`src/hdl/brpe_pkg.sv`:
```
package brpe_pkg;

   // Request opcodes.
   localparam logic OP_PUSH   = 1'b0;
   localparam logic OP_FINISH = 1'b1;

   // Configuration register indexes.
   localparam logic CSR_RUN_MIN = 1'b0;
   localparam logic CSR_RUN_MAX = 1'b1;

   localparam logic [3:0] RUN_MIN_RESET = 4'd3;
   localparam logic [7:0] RUN_MAX_RESET = 8'd130;

   // The shortest run length is clamped to this value.
   localparam logic [3:0] RUN_MIN_CAP = 4'd8;
   // A run is always cut at this length.
   localparam logic [7:0] LEN_CAP = 8'd255;

   // Literal header is count - LIT_MIN + LIT_BIAS, modulo 256.
   localparam int LIT_MIN  = 1;
   localparam int LIT_BIAS = 128;

   // Results beyond this count within one item are dropped.
   localparam logic [5:0] MAX_RESULTS = 6'd40;

   typedef struct packed {
      logic       opcode;
      logic [7:0] data_byte;
   } req_type;

   typedef struct packed {
      logic [7:0] out_byte;
      logic       last_of_item;
      logic       block_end;
   } rsp_type;

   // Work for the back end, one entry per item that has any.
   // Order of execution: literal copies, then the literal flush, then the run.
   typedef struct packed {
      logic [2:0] lit_n;
      logic [7:0] lit_val;
      logic       run_en;
      logic [7:0] run_hdr;
      logic [7:0] run_val;
      logic       finish;
   } cmd_type;

   typedef enum logic [2:0] {
      BK_IDLE,
      BK_PUSH,
      BK_FL_HDR,
      BK_FL_DATA,
      BK_RUN_HDR,
      BK_RUN_VAL,
      BK_DONE
   } bk_state_type;

endpackage

```
`src/hdl/brpe_ram.sv`:
```
module brpe_ram #(
   parameter int WIDTH = 8,
   parameter int DEPTH = 32,
   localparam int AW = (DEPTH > 1) ? $clog2(DEPTH) : 1
) (
   input  logic             clock,
   input  logic             wr_en,
   input  logic [AW-1:0]    wr_addr,
   input  logic [WIDTH-1:0] wr_data,
   input  logic             rd_en,
   input  logic [AW-1:0]    rd_addr,
   output logic [WIDTH-1:0] rd_data
);

   logic [WIDTH-1:0] mem_ff [DEPTH];
   logic [WIDTH-1:0] rd_data_ff;

   always_ff @(posedge clock) begin
      if (wr_en) begin
         mem_ff[wr_addr] <= wr_data;
      end
      if (rd_en) begin
         rd_data_ff <= mem_ff[rd_addr];
      end
   end

   assign rd_data = rd_data_ff;

endmodule

```
`src/hdl/brpe_front.sv`:
```
module brpe_front (
   input  logic              clock,
   input  logic              reset,
   input  logic              req_valid,
   output logic              req_ready,
   input  brpe_pkg::req_type req_data,
   input  logic              csr_we,
   input  logic              csr_index,
   input  logic [7:0]        csr_wdata,
   output logic              cmd_valid,
   input  logic              cmd_ready,
   output brpe_pkg::cmd_type cmd_data
);
   import brpe_pkg::*;

   logic [3:0] run_min_ff, run_min_in;
   logic [7:0] run_max_ff, run_max_in;
   logic [7:0] cur_value_ff, cur_value_in;
   logic       cur_valid_ff, cur_valid_in;
   logic [7:0] cur_len_ff, cur_len_in;

   logic [3:0] eff_min;
   logic [7:0] len_inc;
   logic       same;
   logic       close_run;
   logic       close_lit;
   logic       accept;
   cmd_type    cmd;

   assign eff_min   = (run_min_ff > RUN_MIN_CAP) ? RUN_MIN_CAP : run_min_ff;
   assign len_inc   = cur_len_ff + 8'd1;
   assign same      = cur_valid_ff && (req_data.data_byte == cur_value_ff);
   assign close_run = cur_valid_ff && (cur_len_ff >= {4'd0, eff_min});
   assign close_lit = cur_valid_ff && !close_run;

   assign req_ready = cmd_ready;
   assign accept    = req_valid && req_ready;

   always_comb begin
      cmd          = '0;
      cur_value_in = cur_value_ff;
      cur_valid_in = cur_valid_ff;
      cur_len_in   = cur_len_ff;

      if (req_data.opcode == OP_PUSH && same) begin
         if (len_inc == run_max_ff || len_inc == LEN_CAP) begin
            cmd.run_en   = 1'b1;
            cmd.run_hdr  = len_inc - {4'd0, eff_min};
            cmd.run_val  = cur_value_ff;
            cur_value_in = 8'd0;
            cur_valid_in = 1'b0;
            cur_len_in   = 8'd0;
         end else begin
            cur_len_in = len_inc;
         end
      end else begin
         // Close the current run: as a run if long enough, else as literals.
         // A literal run is shorter than eff_min, so it fits in three bits.
         cmd.run_en  = close_run;
         cmd.run_hdr = cur_len_ff - {4'd0, eff_min};
         cmd.run_val = cur_value_ff;
         cmd.lit_n   = close_lit ? cur_len_ff[2:0] : 3'd0;
         cmd.lit_val = cur_value_ff;
         if (req_data.opcode == OP_PUSH) begin
            cur_value_in = req_data.data_byte;
            cur_valid_in = 1'b1;
            cur_len_in   = 8'd1;
         end else begin
            cmd.finish   = 1'b1;
            cur_value_in = 8'd0;
            cur_valid_in = 1'b0;
            cur_len_in   = 8'd0;
         end
      end

      run_min_in = run_min_ff;
      run_max_in = run_max_ff;
      if (csr_we) begin
         case (csr_index)
            CSR_RUN_MIN: run_min_in = csr_wdata[3:0];
            CSR_RUN_MAX: run_max_in = csr_wdata;
            default: ;
         endcase
      end
   end

   assign cmd_valid = req_valid && (cmd.run_en || (cmd.lit_n != 3'd0) || cmd.finish);
   assign cmd_data  = cmd;

   always_ff @(posedge clock) begin
      if (reset) begin
         run_min_ff   <= RUN_MIN_RESET;
         run_max_ff   <= RUN_MAX_RESET;
         cur_value_ff <= 8'd0;
         cur_valid_ff <= 1'b0;
         cur_len_ff   <= 8'd0;
      end else begin
         run_min_ff <= run_min_in;
         run_max_ff <= run_max_in;
         if (accept) begin
            cur_value_ff <= cur_value_in;
            cur_valid_ff <= cur_valid_in;
            cur_len_ff   <= cur_len_in;
         end
      end
   end

endmodule

```
`src/hdl/brpe_cmd_fifo.sv`:
```
module brpe_cmd_fifo #(
   parameter int DEPTH = 4
) (
   input  logic              clock,
   input  logic              reset,
   input  logic              in_valid,
   output logic              in_ready,
   input  brpe_pkg::cmd_type in_data,
   output logic              out_valid,
   input  logic              out_ready,
   output brpe_pkg::cmd_type out_data
);
   import brpe_pkg::*;

   localparam int PW = (DEPTH > 1) ? $clog2(DEPTH) : 1;
   localparam int NW = $clog2(DEPTH + 1);

   cmd_type        mem_ff [DEPTH];
   logic [PW-1:0]  wr_ptr_ff, wr_ptr_in;
   logic [PW-1:0]  rd_ptr_ff, rd_ptr_in;
   logic [NW-1:0]  count_ff, count_in;
   logic           push;
   logic           pop;

   assign in_ready  = (count_ff != NW'(DEPTH));
   assign out_valid = (count_ff != '0);
   assign out_data  = mem_ff[rd_ptr_ff];
   assign push      = in_valid && in_ready;
   assign pop       = out_valid && out_ready;

   always_comb begin
      wr_ptr_in = wr_ptr_ff;
      rd_ptr_in = rd_ptr_ff;
      count_in  = count_ff;
      if (push) begin
         wr_ptr_in = (wr_ptr_ff == PW'(DEPTH - 1)) ? '0 : wr_ptr_ff + PW'(1);
      end
      if (pop) begin
         rd_ptr_in = (rd_ptr_ff == PW'(DEPTH - 1)) ? '0 : rd_ptr_ff + PW'(1);
      end
      if (push && !pop) begin
         count_in = count_ff + NW'(1);
      end else if (pop && !push) begin
         count_in = count_ff - NW'(1);
      end
   end

   always_ff @(posedge clock) begin
      if (reset) begin
         wr_ptr_ff <= '0;
         rd_ptr_ff <= '0;
         count_ff  <= '0;
      end else begin
         wr_ptr_ff <= wr_ptr_in;
         rd_ptr_ff <= rd_ptr_in;
         count_ff  <= count_in;
      end
   end

   always_ff @(posedge clock) begin
      if (push) begin
         mem_ff[wr_ptr_ff] <= in_data;
      end
   end

endmodule

```
`src/hdl/brpe_back.sv`:
```
module brpe_back #(
   parameter int LIT_MAX = 32
) (
   input  logic              clock,
   input  logic              reset,
   input  logic              cmd_valid,
   output logic              cmd_ready,
   input  brpe_pkg::cmd_type cmd_data,
   output logic              rsp_valid,
   input  logic              rsp_ready,
   output brpe_pkg::rsp_type rsp_data
);
   import brpe_pkg::*;

   localparam int AW = (LIT_MAX > 1) ? $clog2(LIT_MAX) : 1;
   localparam int CW = $clog2(LIT_MAX + 1);

   bk_state_type  state_ff, state_in;
   logic [2:0]    lit_left_ff, lit_left_in;
   logic [7:0]    lit_val_ff, lit_val_in;
   logic          run_pend_ff, run_pend_in;
   logic [7:0]    run_hdr_ff, run_hdr_in;
   logic [7:0]    run_val_ff, run_val_in;
   logic          fin_ff, fin_in;
   logic [CW-1:0] lit_cnt_ff, lit_cnt_in;
   logic [CW-1:0] rd_idx_ff, rd_idx_in;
   logic [5:0]    emit_cnt_ff, emit_cnt_in;
   logic          pend_valid_ff, pend_valid_in;
   logic [7:0]    pend_byte_ff, pend_byte_in;
   logic          rsp_valid_ff, rsp_valid_in;
   rsp_type       rsp_data_ff, rsp_data_in;

   logic          ram_we;
   logic [7:0]    ram_wdata;
   logic          ram_re;
   logic [AW-1:0] ram_raddr;
   logic [7:0]    ram_rdata;

   logic          out_free;
   logic          drop;
   logic          emit_go;
   logic          emit_pend;
   logic          emit_req;
   logic [7:0]    emit_byte;
   logic          out_load;
   rsp_type       out_item;
   logic [CW-1:0] cnt_inc;
   logic [CW-1:0] rd_inc;
   logic          full;

   // Picks the next step of the current item from what is still to be done.
   function automatic bk_state_type dispatch(logic [2:0] left, logic run_p, logic fin,
                                             logic cnt_nz, logic pend);
      bk_state_type nxt;
      if (left != 3'd0) begin
         nxt = BK_PUSH;
      end else if ((run_p || fin) && cnt_nz) begin
         nxt = BK_FL_HDR;
      end else if (run_p) begin
         nxt = BK_RUN_HDR;
      end else if (pend) begin
         nxt = BK_DONE;
      end else begin
         nxt = BK_IDLE;
      end
      return nxt;
   endfunction

   brpe_ram #(
      .WIDTH (8),
      .DEPTH (LIT_MAX)
   ) u_lit_ram (
      .clock   (clock),
      .wr_en   (ram_we),
      .wr_addr (lit_cnt_ff[AW-1:0]),
      .wr_data (ram_wdata),
      .rd_en   (ram_re),
      .rd_addr (ram_raddr),
      .rd_data (ram_rdata)
   );

   assign out_free  = !rsp_valid_ff || rsp_ready;
   assign drop      = (emit_cnt_ff >= MAX_RESULTS);
   assign emit_go   = drop || !pend_valid_ff || out_free;
   assign emit_pend = drop ? pend_valid_ff : 1'b1;
   assign cnt_inc   = lit_cnt_ff + CW'(1);
   assign rd_inc    = rd_idx_ff + CW'(1);
   assign full      = (cnt_inc == CW'(LIT_MAX));

   always_comb begin
      state_in      = state_ff;
      lit_left_in   = lit_left_ff;
      lit_val_in    = lit_val_ff;
      run_pend_in   = run_pend_ff;
      run_hdr_in    = run_hdr_ff;
      run_val_in    = run_val_ff;
      fin_in        = fin_ff;
      lit_cnt_in    = lit_cnt_ff;
      rd_idx_in     = rd_idx_ff;
      emit_cnt_in   = emit_cnt_ff;
      pend_valid_in = pend_valid_ff;
      pend_byte_in  = pend_byte_ff;
      cmd_ready     = 1'b0;
      ram_we        = 1'b0;
      ram_wdata     = lit_val_ff;
      ram_re        = 1'b0;
      ram_raddr     = '0;
      emit_req      = 1'b0;
      emit_byte     = 8'd0;
      out_load      = 1'b0;
      out_item      = '0;

      case (state_ff)
         BK_IDLE: begin
            if (cmd_valid) begin
               cmd_ready   = 1'b1;
               lit_val_in  = cmd_data.lit_val;
               run_pend_in = cmd_data.run_en;
               run_hdr_in  = cmd_data.run_hdr;
               run_val_in  = cmd_data.run_val;
               fin_in      = cmd_data.finish;
               emit_cnt_in = 6'd0;
               if (cmd_data.lit_n != 3'd0) begin
                  // The first literal copy is stored right away.
                  ram_we      = 1'b1;
                  ram_wdata   = cmd_data.lit_val;
                  lit_left_in = cmd_data.lit_n - 3'd1;
                  lit_cnt_in  = cnt_inc;
                  state_in    = full ? BK_FL_HDR :
                                dispatch(cmd_data.lit_n - 3'd1, cmd_data.run_en,
                                         cmd_data.finish, 1'b1, pend_valid_ff);
               end else begin
                  lit_left_in = 3'd0;
                  state_in    = dispatch(3'd0, cmd_data.run_en, cmd_data.finish,
                                         lit_cnt_ff != '0, pend_valid_ff);
               end
            end
         end
         BK_PUSH: begin
            ram_we      = 1'b1;
            lit_left_in = lit_left_ff - 3'd1;
            lit_cnt_in  = cnt_inc;
            state_in    = full ? BK_FL_HDR :
                          dispatch(lit_left_ff - 3'd1, run_pend_ff, fin_ff, 1'b1,
                                   pend_valid_ff);
         end
         BK_FL_HDR: begin
            emit_req  = 1'b1;
            emit_byte = 8'(lit_cnt_ff) + 8'(LIT_BIAS - LIT_MIN);
            if (emit_go) begin
               ram_re    = 1'b1;
               ram_raddr = '0;
               rd_idx_in = '0;
               state_in  = BK_FL_DATA;
            end
         end
         BK_FL_DATA: begin
            emit_req  = 1'b1;
            emit_byte = ram_rdata;
            if (emit_go) begin
               if (rd_inc < lit_cnt_ff) begin
                  ram_re    = 1'b1;
                  ram_raddr = rd_inc[AW-1:0];
                  rd_idx_in = rd_inc;
               end else begin
                  lit_cnt_in = '0;
                  state_in   = dispatch(lit_left_ff, run_pend_ff, fin_ff, 1'b0, emit_pend);
               end
            end
         end
         BK_RUN_HDR: begin
            emit_req  = 1'b1;
            emit_byte = run_hdr_ff;
            if (emit_go) begin
               state_in = BK_RUN_VAL;
            end
         end
         BK_RUN_VAL: begin
            emit_req  = 1'b1;
            emit_byte = run_val_ff;
            if (emit_go) begin
               run_pend_in = 1'b0;
               state_in    = dispatch(lit_left_ff, 1'b0, fin_ff, lit_cnt_ff != '0, emit_pend);
            end
         end
         BK_DONE: begin
            // The held byte is the final result of the item.
            if (out_free) begin
               out_load              = 1'b1;
               out_item.out_byte     = pend_byte_ff;
               out_item.last_of_item = 1'b1;
               out_item.block_end    = fin_ff;
               pend_valid_in         = 1'b0;
               state_in              = BK_IDLE;
            end
         end
         default: begin
            state_in = BK_IDLE;
         end
      endcase

      // A new byte goes to the hold register; the byte it displaces is not
      // the final one of the item and moves on to the output register.
      if (emit_req && emit_go && !drop) begin
         emit_cnt_in   = emit_cnt_ff + 6'd1;
         pend_valid_in = 1'b1;
         pend_byte_in  = emit_byte;
         if (pend_valid_ff) begin
            out_load          = 1'b1;
            out_item.out_byte = pend_byte_ff;
         end
      end

      rsp_valid_in = out_load || (rsp_valid_ff && !rsp_ready);
      rsp_data_in  = out_load ? out_item : rsp_data_ff;
   end

   always_ff @(posedge clock) begin
      if (reset) begin
         state_ff      <= BK_IDLE;
         lit_left_ff   <= 3'd0;
         run_pend_ff   <= 1'b0;
         fin_ff        <= 1'b0;
         lit_cnt_ff    <= '0;
         rd_idx_ff     <= '0;
         emit_cnt_ff   <= 6'd0;
         pend_valid_ff <= 1'b0;
         rsp_valid_ff  <= 1'b0;
      end else begin
         state_ff      <= state_in;
         lit_left_ff   <= lit_left_in;
         run_pend_ff   <= run_pend_in;
         fin_ff        <= fin_in;
         lit_cnt_ff    <= lit_cnt_in;
         rd_idx_ff     <= rd_idx_in;
         emit_cnt_ff   <= emit_cnt_in;
         pend_valid_ff <= pend_valid_in;
         rsp_valid_ff  <= rsp_valid_in;
      end
   end

   always_ff @(posedge clock) begin
      lit_val_ff   <= lit_val_in;
      run_hdr_ff   <= run_hdr_in;
      run_val_ff   <= run_val_in;
      pend_byte_ff <= pend_byte_in;
      rsp_data_ff  <= rsp_data_in;
   end

   assign rsp_valid = rsp_valid_ff;
   assign rsp_data  = rsp_data_ff;

endmodule

```
`src/hdl/byte_rle_packbits_encoder.sv`:
```
// Channel   Direction  Handshake            Payload
// req_      in         req_valid/req_ready  brpe_pkg::req_type (opcode, data_byte)
// rsp_      out        rsp_valid/rsp_ready  brpe_pkg::rsp_type (out_byte, last_of_item,
//                                           block_end)
// csr_      in         csr_we               csr_index, csr_wdata (run_min, run_max)
//
// The front end takes one item per cycle while the command queue has room. The back end
// picks up a command, which also stores its first literal copy, then stores one copy or sends
// one compressed byte per cycle while not stalled, and ends an item with results by sending
// its held final byte. A flush sends a header, then the literals. Reset is synchronous and
// clears the run state, queue and output; the literal store needs no clearing. A stalled
// output holds the back end; the queue keeps the front end accepting until it fills.
module byte_rle_packbits_encoder #(
   parameter int LIT_MAX     = 32,
   parameter int QUEUE_DEPTH = 4
) (
   input  logic              clock,
   input  logic              reset,
   input  logic              req_valid,
   output logic              req_ready,
   input  brpe_pkg::req_type req_data,
   output logic              rsp_valid,
   input  logic              rsp_ready,
   output brpe_pkg::rsp_type rsp_data,
   input  logic              csr_we,
   input  logic              csr_index,
   input  logic [7:0]        csr_wdata
);
   import brpe_pkg::*;

   // Commands from the run tracker to the queue.
   logic    fe_cmd_valid;
   logic    fe_cmd_ready;
   cmd_type fe_cmd;

   // Commands from the queue to the literal store and byte sequencer.
   logic    bk_cmd_valid;
   logic    bk_cmd_ready;
   cmd_type bk_cmd;

   // The front end follows the current run and decides, per item, what the
   // back end has to do: store literal copies, send a run, or close the block.
   brpe_front u_front (
      .clock     (clock),
      .reset     (reset),
      .req_valid (req_valid),
      .req_ready (req_ready),
      .req_data  (req_data),
      .csr_we    (csr_we),
      .csr_index (csr_index),
      .csr_wdata (csr_wdata),
      .cmd_valid (fe_cmd_valid),
      .cmd_ready (fe_cmd_ready),
      .cmd_data  (fe_cmd)
   );

   brpe_cmd_fifo #(
      .DEPTH (QUEUE_DEPTH)
   ) u_cmd_fifo (
      .clock     (clock),
      .reset     (reset),
      .in_valid  (fe_cmd_valid),
      .in_ready  (fe_cmd_ready),
      .in_data   (fe_cmd),
      .out_valid (bk_cmd_valid),
      .out_ready (bk_cmd_ready),
      .out_data  (bk_cmd)
   );

   // The back end owns the literal store and emits the compressed bytes. The
   // final byte of each item is held back in a hold register so that it can be marked.
   brpe_back #(
      .LIT_MAX (LIT_MAX)
   ) u_back (
      .clock     (clock),
      .reset     (reset),
      .cmd_valid (bk_cmd_valid),
      .cmd_ready (bk_cmd_ready),
      .cmd_data  (bk_cmd),
      .rsp_valid (rsp_valid),
      .rsp_ready (rsp_ready),
      .rsp_data  (rsp_data)
   );

`ifndef NO_ASSERTIONS
   // The end of a block is always the final byte of its item.
   a_end_is_last: assert property (@(posedge clock) disable iff (reset)
      rsp_valid && rsp_data.block_end |-> rsp_data.last_of_item)
      else $error("block_end without last_of_item");

   // No result survives a reset.
   a_reset_clears: assert property (@(posedge clock)
      reset |=> !rsp_valid)
      else $error("result valid right after reset");

   // The front end only stalls when the queue holds work for the back end.
   a_stall_busy: assert property (@(posedge clock) disable iff (reset)
      !req_ready |-> bk_cmd_valid)
      else $error("request stalled with an empty command queue");
`endif

endmodule

```
`config.mk`:
```
export PLATFORM = sky130hd
export DESIGN_NAME = byte_rle_packbits_encoder
export DESIGN_NICKNAME = d
export VERILOG_FILES = /design/src/hdl/brpe_pkg.sv /design/src/hdl/brpe_ram.sv /design/src/hdl/brpe_front.sv /design/src/hdl/brpe_cmd_fifo.sv /design/src/hdl/brpe_back.sv /design/src/hdl/byte_rle_packbits_encoder.sv
export SDC_FILE = /design/constraint.sdc
export NUM_CORES = 1
export LEC_CHECK = 0
export BUFFER_PORTS_ARGS = -buffer_cell sky130_fd_sc_hd__buf_4
export CAP_MARGIN = 30
export CORE_ASPECT_RATIO = 1.25
export CORE_UTILIZATION = 55
export CTS_CLUSTER_DIAMETER = 200
export DETAILED_ROUTE_END_ITERATION = 12
export GPL_ROUTABILITY_DRIVEN = 1
export GPL_TIMING_DRIVEN = 0
export PLACE_DENSITY = 0.82
export SETUP_SLACK_MARGIN = 0.15
export SLEW_MARGIN = 20
export SYNTH_ARGS = -nofsm -noshare
export SYNTH_HDL_FRONTEND = slang
export SYNTH_SLANG_ARGS = --single-unit
```
`constraint.sdc`:
```
create_clock -name clock -period 4.5 [get_ports clock]
set_input_delay 0 -clock clock [delete_from_list [all_inputs] [get_ports clock]]
set_output_delay 0 -clock clock [all_outputs]
set_load 0.01 [all_outputs]
```
==> results of run 1 <==
[power by group through the flow]
stage / logic, mW / registers [mW] / clock network (mW)
after floorplan: 1.90 / 6.29 / 0
after global placement: 2.85 / 6.36 / 0
after detailed placement: 3.01 / 6.37 / 0
after CTS: 3.10 / 6.28 / 3.78
after global routing: 3.40 / 6.31 / 3.93
final: 3.18 / 6.28 / 3.74
[placed cells by master, fill, tap and decap left out, types with 14 or more instances in the layout]
cell type,instances
sky130_fd_sc_hd__nor2_1,84
sky130_fd_sc_hd__nor3_1,24
sky130_fd_sc_hd__a21oi_1,78
sky130_fd_sc_hd__mux2_2,16
sky130_fd_sc_hd__a221oi_1,15
sky130_fd_sc_hd__and2_1,25
sky130_fd_sc_hd__buf_2,14
sky130_fd_sc_hd__o211ai_1,22
sky130_fd_sc_hd__xnor2_1,24
sky130_fd_sc_hd__a221o_1,18
sky130_fd_sc_hd__mux2i_1,70
sky130_fd_sc_hd__clkbuf_1,50
sky130_fd_sc_hd__buf_4,53
sky130_fd_sc_hd__ha_1,34
sky130_fd_sc_hd__nor2b_1,20
sky130_fd_sc_hd__clkbuf_16,46
sky130_fd_sc_hd__inv_1,37
sky130_fd_sc_hd__nand2_1,147
sky130_fd_sc_hd__mux4_2,29
sky130_fd_sc_hd__dfxtp_1,65
sky130_fd_sc_hd__clkinv_1,16
sky130_fd_sc_hd__nand3_1,44
sky130_fd_sc_hd__edfxtp_1,422
sky130_fd_sc_hd__dlygate4sd3_1,23
sky130_fd_sc_hd__o21ai_0,37
[critical path: stages (launching register included)]
cell,delay (ns)
sky130_fd_sc_hd__dfxtp_2,0.36
sky130_fd_sc_hd__ha_1,0.27
sky130_fd_sc_hd__xnor2_2,0.42
sky130_fd_sc_hd__inv_2,0.15
sky130_fd_sc_hd__ha_1,0.31
sky130_fd_sc_hd__nand4_1,0.10
sky130_fd_sc_hd__o21ba_1,0.16
sky130_fd_sc_hd__buf_6,0.15
sky130_fd_sc_hd__nor3_4,0.31
sky130_fd_sc_hd__buf_4,0.19
sky130_fd_sc_hd__buf_4,0.21
sky130_fd_sc_hd__mux2i_1,0.27
sky130_fd_sc_hd__a221o_1,0.34
sky130_fd_sc_hd__a41oi_1,0.14
sky130_fd_sc_hd__or4_1,0.65
[kinds of logic (layout without fill, tap and decap cells)]
logic type / after synthesis / count (layout) / synth area share
flip-flops: 488 / 488 / 0.6625
AND/OR/NAND/NOR: 438 / 438 / 0.1018
AO/OA/AOI/OAI: 295 / 295 / 0.09852
multiplexers: 115 / 115 / 0.07263
buffers and inverters: 114 / 270 / 0.02411
XOR/XNOR: 38 / 38 / 0.01742
adder cells (fa/ha/maj): 37 / 37 / 0.02298
[layer usage]
metal,share of wire,wire (um),GRT usage,vias up
met5,0,0,0,-
met4,0.065,3462,0.1679,0
met3,0.064,3423,0.03780,199
met2,0.52,27570,0.4865,675
met1,0.36,19070,0.3150,6838
li1,-,-,-,6130
[path summary, 6_finish.rpt]
kind,from,endpoint,slack (ns),cells past startpoint
hold reg to reg,u_front.run_max_ff[0],u_front.run_max_ff[0],0.47,2
setup / recovery,u_back.rd_idx_ff[0],u_back.u_lit_ram.rd_data[4],0.16,14
setup reg to reg,u_back.rd_idx_ff[0],u_back.u_lit_ram.rd_data[4],0.16,14
hold / removal,csr_we,u_front.run_max_ff[4],0.08,5
[per-stage QoR]
step	std cells	setup TNS, ns	power, mW	hold WS [ns]	utilization
2_1_floorplan	1525	0	8.194	0.1179	-
5_1_grt	2167	0	13.64	0.1230	0.6366
3_5_place_dp	2051	-0.3311	9.383	0.2175	0.5886
3_3_place_gp	2045	0	9.207	0.2138	0.5853
4_1_cts	2161	0	13.16	0.06035	0.6343
6_report	2167	0	13.21	0.07897	0.6366
[cell type report]
class	count	share of cell area
sequential	488	0.5853
multi-input combinational	923	0.2792
clock buffer	56	0.04971
timing repair buffer	75	0.02878
tap	486	0.02543
buffer	74	0.01538
clock inverter	25	0.009942
inverter	40	0.006279
[flip-flops by register name (all words and copies together), names as in the netlist, 8 cells and up, named ones only]
register,cells
u_front.run_max_ff,8
u_cmd_fifo.mem_ff,116
u_back.u_lit_ram.mem_ff,256
u_front.cur_len_ff,8
u_back.run_val_ff,8
u_back.rsp_data,10
u_back.pend_byte_ff,8
u_back.u_lit_ram.rd_data,8
u_back.run_hdr_ff,8
u_front.cur_value_ff,8
u_back.lit_val_ff,8
[timing repair]
| item | CTS | global route |
|---|---|---|
| hold buffers | 23 | 0 |
| setup buffers | 6 | 5 |
| pin swaps | 6 | 2 |
| gates resized for setup | 6 | 11 |
| endpoints found under the setup margin | 7 | 9 |
| hold endpoints to repair | 27 | 0 |
==> key figures, run 1 <==
Outcome
  • Status: finished clean

Synth
  • Avg Cell Area, Syn: 13.85 sq um
  • Top-count cell post-synth: sky130_fd_sc_hd__edfxtp_1
  • Flip-flop and latch count after synthesis: 488
  • Yosys synthesis warning count: 0
  • Cell accounting for the most synthesized area: sky130_fd_sc_hd__edfxtp_1
  • Area contributors post-synth: sky130_fd_sc_hd__edfxtp_1 (60%), sky130_fd_sc_hd__dfxtp_1 (6.3%), sky130_fd_sc_hd__mux2i_1 (3.3%), sky130_fd_sc_hd__mux4_2 (3.1%), sky130_fd_sc_hd__nand2_1 (2.6%)
  • Count of flip-flops with a built-in enable after synthesis: 422
  • Area share of the largest cell type after synthesis: 0.6000
  • Share of flip-flops with an asynchronous set or reset after synthesis: 0
  • Syn Std Cell Area: 0.02112 sq mm
  • Most frequently used flop master after synthesis: sky130_fd_sc_hd__edfxtp_1
  • Seq/Total Area, Yosys: 0.6625
  • Commonest cells post-synth: sky130_fd_sc_hd__edfxtp_1 (422), sky130_fd_sc_hd__nand2_1 (148), sky130_fd_sc_hd__nor2_1 (84)
  • Cells after synthesis: 1525
  • Synth Net Count: 1585
  • Cell variety after synth: 79

Final layout
  • Fraction of final layout cells sized beyond drive strength 1: 0.1249
  • Area Growth Syn to Fin: 13.21%
  • Final antenna diode count: 0
  • Final net count: 1708
  • Area used by multi-input combinational logic: 0.006676 sq mm
  • Count of filler cells inserted in the layout: 2702
  • Post-route cell area: 0.02391 sq mm
  • Area taken by flip-flops and latches: 0.01399 sq mm

Die
  • I/O pin count: 35
  • Horiz. Die Dim: 177.3 um
  • Overall die height: 221.1 um
  • Full die area: 0.03919 sq mm
  • Row count: 79
  • Initial Utilization: 0.5623
  • Area of the core region: 0.03756 sq mm

Worst setup path
  • WS Path Type: flip-flop to flip-flop
  • Critical Path Sink Type: flip-flop
  • Biggest fanout along the worst timing path: 10
  • Worst setup SP type: flip-flop
  • Arrival time at the worst endpoint: 4.60 ns
  • Required time at the endpoint of the critical path: 4.76 ns

Placement
  • Port bufs: 34
  • Last weighted congestion value of the routability-driven placer: 0.9414
  • Pre-CTS setup slack: -0.09115 ns
  • Placed cell area: 0.02211 sq mm
  • Estimated wirelength of the detail-placed design: 36710 um

Routing
  • Detailed-routing iteration count for the pre-antenna-repair pass: 8
  • Average vias per placed instance: 6.388
  • Total wirelength of the detailed-routed design: 53530 um
  • Post-route ant nets: 0
  • Post-detailed-route wirelength per cell: 24.70 um
  • Post-route DRC violation count: 0
  • Total vias in the final route: 13840
  • First DRT Iteration DRCs: 1435

Power and ir drop
  • Switching Fraction: 0.3053
  • Fraction of power consumed by combinational cells: 0.241
  • Clock network power share: 0.284
  • Sequential cell fraction of total power: 0.476
  • Design internal power: 9.174 mW
  • Maximum ir drop on the vdd rail: 0.3662 mV
  • Net switching power: 4.031 mW
  • Power per standard cell area: 552.3 mW/mm^2
  • Leak Pwr: 7.893 nW

Timing
  • Final worst path period share: 0.9634
  • Final setup viols: 0
  • Max transition margin: 0.3083
  • Hold Vio Cnt, Final: 0
  • Worst-case setup margin in the final layout: 0.1648 ns
  • Unrepaired setup endpoints after global routing: true
  • Worst setup skew after layout: 0.03280 ns
  • Count of final max-slew check failures: 0
  • Final period demand of the worst path: 4.335 ns
  • Worst Max-Slew Pin Slew: 1.034 ns
  • Top achievable clock speed: 230.7 MHz

Global route
  • Antenna violations before repair: 0
  • GR Overflow Total: 0
  • Total Routing Usage GR: 0.2761
  • Via count of the first global-routing pass: 14090
  • Wire length of the first global-routing pass: 81310 um
  • Largest net degree at the start of global routing: 33

Clocking
  • Count of clock tree sinks: 488
  • Root cell of the clock tree: sky130_fd_sc_hd__clkbuf_16
  • Insertion delay of the later-clocked pin in the worst-skew pair: 0.57 ns
  • Clock transition at the registers of the reported paths: 0.06 ns
  • Worst-case clock buffer depth: 3
  • TritonCTS Buffers: 46
  • TritonCTS clock tree: done
  • H-tree Lvls: 2

Worst hold path
  • Hold Path Class: primary input to flip-flop

Run
  • Number of violations of the max-capacitance limit: 0
Power figures use the tool's default switching activity.
==> run 2: changes to the inputs <==
--- a/config.mk
+++ b/config.mk
@@ -7,13 +7,16 @@
 export LEC_CHECK = 0
 export BUFFER_PORTS_ARGS = -buffer_cell sky130_fd_sc_hd__buf_4
 export CAP_MARGIN = 30
+export CELL_PAD_IN_SITES_DETAIL_PLACEMENT = 1
+export CELL_PAD_IN_SITES_GLOBAL_PLACEMENT = 1
 export CORE_ASPECT_RATIO = 1.25
-export CORE_UTILIZATION = 55
+export CORE_UTILIZATION = 53
 export CTS_CLUSTER_DIAMETER = 200
 export DETAILED_ROUTE_END_ITERATION = 12
 export GPL_ROUTABILITY_DRIVEN = 1
 export GPL_TIMING_DRIVEN = 0
-export PLACE_DENSITY = 0.82
+export PLACE_DENSITY_LB_ADDON = 0.1
+export REMOVE_ABC_BUFFERS = 1
 export SETUP_SLACK_MARGIN = 0.15
 export SLEW_MARGIN = 20
 export SYNTH_ARGS = -nofsm -noshare
==> run 2 against run 1 <==
Global-route usage increased by 0.92 points. Die area up 3.7%. Combinational power about the same. Utilization fell by 1.8 points. Highest routed layer unchanged. Largest cell class unchanged.
==> key figures, run 2 (same netlist as run 1, synthesis figures left out) <==
Die
  • Horiz. Die Dim: 180.6 um (+1.9%)
  • I/O pin count: 35 (unchanged)
  • Row count: 81 (+2.5%)
  • Full die area: 0.04066 sq mm (+3.7%)
  • Initial Utilization: 0.5385 (-0.02380)
  • Overall die height: 225.2 um (+1.9%)
  • Area of the core region: 0.03922 sq mm (+4.4%)

Global route
  • Global routing's busiest layer: met2
  • Met1 Usage GRT: 0.3194 (+0.004388)
  • Total Routing Usage GR: 0.2853 (+0.009220)
  • Met2 track demand over resource: 0.5329 (+0.04637)
  • Wire length of the first global-routing pass: 86730 um (+6.7%)
  • Met3 routing resource usage after global routing: 0.03103 (-0.006773)
  • Via count of the first global-routing pass: 14370 (+2.0%)
  • GR Overflow Total: 0 (unchanged)
  • Antenna violations before repair: 0 (unchanged)
  • Largest net degree at the start of global routing: 59 (+79%)

Placement
  • Port bufs: 34 (unchanged)
  • Estimated wirelength of the detail-placed design: 38460 um (+4.8%)
  • Number of cells in the design after placement: 2008 (-2.1%)
  • Pre-CTS setup slack: -0.5996 ns (-0.5084 ns)
  • Last weighted congestion value of the routability-driven placer: 0.8560 (-9.1%)

Final layout
  • Final antenna diode count: 0 (unchanged)
  • Count of non-filler cells in the finished layout: 2145 (-1.0%)
  • Final net count: 1670 (-2.2%)
  • Number of flip-flops under the largest register name: 256 (unchanged)
  • Fraction of final layout cells sized beyond drive strength 1: 0.1427 (+0.01776)
  • Area Growth Syn to Fin: 14.89%
  • Most frequent standard cell in the layout excluding fill and tap cells: sky130_fd_sc_hd__edfxtp_1
  • Register ranked first by flip-flop count: u_back.u_lit_ram.mem_ff
  • Most used cells in the layout excluding fill and tap cells: sky130_fd_sc_hd__edfxtp_1 (422), sky130_fd_sc_hd__nand2_1 (148), sky130_fd_sc_hd__nor2_1 (84), sky130_fd_sc_hd__a21oi_1 (77), sky130_fd_sc_hd__mux2i_1 (68)

Worst setup path
  • Critical Path Sink Type: flip-flop
  • Biggest fanout along the worst timing path: 14 (+4)
  • Setup slack on the worst flop-to-flop path: 0.26 ns (+0.10 ns)
  • Arrival time at the worst endpoint: 4.54 ns (-0.06 ns)
  • Crit Reg-Reg Endpoint: u_back.u_lit_ram.rd_data[0]
  • Launch instance of the worst register-to-register path: u_back.rd_idx_ff[0]
  • Required time at the endpoint of the critical path: 4.80 ns (+0.04 ns)
  • Register-to-Register Path Depth: 16 (+2)
  • Worst setup SP type: flip-flop
  • WS Path Type: flip-flop to flip-flop

Routing
  • Total wirelength of the detailed-routed design: 56830 um (+6.2%)
  • Post-detailed-route wirelength per cell: 26.49 um (+7.3%)
  • Average vias per placed instance: 6.217 (-2.7%)
  • Post-route DRC violation count: 0 (unchanged)
  • Post-route ant nets: 0 (unchanged)
  • Detailed-routing iteration count for the pre-antenna-repair pass: 5 (-3)
  • Total vias in the final route: 13340 (-3.7%)
  • First DRT Iteration DRCs: 825 (-43%)

Clocking
  • Count of clock tree sinks: 488 (unchanged)
  • Insertion delay of the later-clocked pin in the worst-skew pair: 0.58 ns (about the same)
  • TritonCTS Buffers: 48 (+4.3%)
  • Clock transition at the registers of the reported paths: 0.06 ns (about the same)
  • H-tree Lvls: 2 (unchanged)
  • Worst-case clock buffer depth: 3 (unchanged)
  • TritonCTS clock tree: done
  • Root cell of the clock tree: sky130_fd_sc_hd__clkbuf_16

Power and ir drop
  • Power per standard cell area: 556.3 mW/mm^2 (+0.74%)
  • Leak Pwr: 7.971 nW (+0.99%)
  • Maximum ir drop on the vdd rail: 0.3858 mV (+5.3%)
  • Design Power: 13.50 mW (+2.2%)

Timing
  • Worst setup skew after layout: 0.01855 ns (-0.01425 ns)
  • Final worst path period share: 0.9417 (-0.02169)
  • Top achievable clock speed: 236.0 MHz (+2.3%)
  • Final setup viols: 0 (unchanged)
  • Worst-case setup margin in the final layout: 0.2624 ns (+0.09762 ns)
  • Worst Max-Slew Pin Slew: 0.9912 ns (-0.04249 ns)
  • Max transition margin: 0.3368 (+0.02843)
  • Final period demand of the worst path: 4.238 ns (-0.09762 ns)
  • Hold Vio Cnt, Final: 0 (unchanged)
  • Unrepaired setup endpoints after global routing: true
  • Count of final max-slew check failures: 0 (unchanged)

Run
  • Number of violations of the max-capacitance limit: 0 (unchanged)

Worst hold path
  • Origin of the worst min-delay path: req_data[7]
  • Hold worst-path end: u_front.cur_value_ff[7]
  • Hold Path Class: primary input to flip-flop
  • Number of stages on the worst hold path: 3 (-2)

Outcome
  • Status: finished clean
[run 2: cell count changes in the layout (fill, tap and decap cells not counted), sizes merged]
cell,before,now
clkbuf,101,63
clkinvlp,0,3
inv,40,41
buf,81,68
bufinv,4,2
clkinv,21,19
nand3,46,47
dlygate4sd3,23,39
[run 2: what timing repair did]
| action | in CTS | in global routing |
|---|---|---|
| gates resized for setup | 23 | 10 |
| gates cloned | 1 | 0 |
| hold buffers | 39 | 0 |
| buffers inserted | 8 | 0 |
| hold endpoints to repair | 56 | 0 |
| setup endpoints to repair | 7 | 8 |
| pin swaps | 7 | 5 |
[run 2: worst max path at each step]
stage	slack (ns)	end	from
final	0.26	u_back.u_lit_ram.rd_data[0]	u_back.rd_idx_ff[0]
after global routing	0.13	u_back.u_lit_ram.rd_data[4]	u_back.rd_idx_ff[0]
after CTS	0.20	u_back.u_lit_ram.rd_data[7]	u_back.rd_idx_ff[0]
after detailed placement	-0.60	u_back.u_lit_ram.rd_data[7]	u_back.rd_idx_ff[0]
after global placement	-4.40	u_back.u_lit_ram.rd_data[0]	u_back.rd_idx_ff[0]
after floorplan	-1.76	u_back.u_lit_ram.rd_data[2]	u_back.rd_idx_ff[0]
[run 2: routing by layer]
layer / vias up / routed length [um]
li1: 6058 / -
met1: 6812 / 21160
met2: 333 / 30610
met3: 132 / 1915
met4: 0 / 3136
met5: - / 0
[run 2: critical path, cell delays in order, from the launching register on]
cell and delay [ns]:
sky130_fd_sc_hd__dfxtp_4 0.38, sky130_fd_sc_hd__ha_4 0.20, sky130_fd_sc_hd__xnor2_4 0.34, sky130_fd_sc_hd__inv_2 0.10, sky130_fd_sc_hd__ha_1 0.29, sky130_fd_sc_hd__nand4_1 0.12, sky130_fd_sc_hd__o21ba_4 0.23, sky130_fd_sc_hd__nor3_4 0.24
sky130_fd_sc_hd__buf_8 0.13, sky130_fd_sc_hd__buf_8 0.16, sky130_fd_sc_hd__buf_12 0.16, sky130_fd_sc_hd__buf_16 0.16, sky130_fd_sc_hd__buf_8 0.18, sky130_fd_sc_hd__mux2i_2 0.25, sky130_fd_sc_hd__a221o_1 0.24, sky130_fd_sc_hd__a41oi_1 0.13
sky130_fd_sc_hd__or4_4 0.61
[run 2: area by class of cell]
type | instances | area (sq um)
inverters | 40 | 150.1
clock buffers | 62 | 1338
clock inverters | 25 | 212.7
repair buffers | 108 | 1102
fillers | 3659 | 14960
well taps | 498 | 623.1
flip-flops and latches | 488 | 14010
multi-input cells | 924 | 6834
[run 2: metrics by stage]
step | util | hold WS, ns | area, sq um | setup TNS, ns
global placement | 0.5518 | 0.2162 | 21640 | -234.87
finish | 0.6187 | 0.2102 | 24270 | 0
CTS | 0.6172 | 0.1761 | 24210 | 0
detailed placement | 0.5631 | 0.2249 | 22080 | -2.995
global route | 0.6187 | 0.2076 | 24270 | 0
floorplan | - | 0.06907 | 20760 | -13.24
[run 2: where the power goes]
| part | internal [mW] | leakage (nW) | switching [mW] |
|---|---|---|---|
| sequential | 6.10 | 4.37 | 0.289 |
| clock | 2.23 | 0.751 | 1.73 |
| combinational | 0.934 | 2.85 | 2.21 |
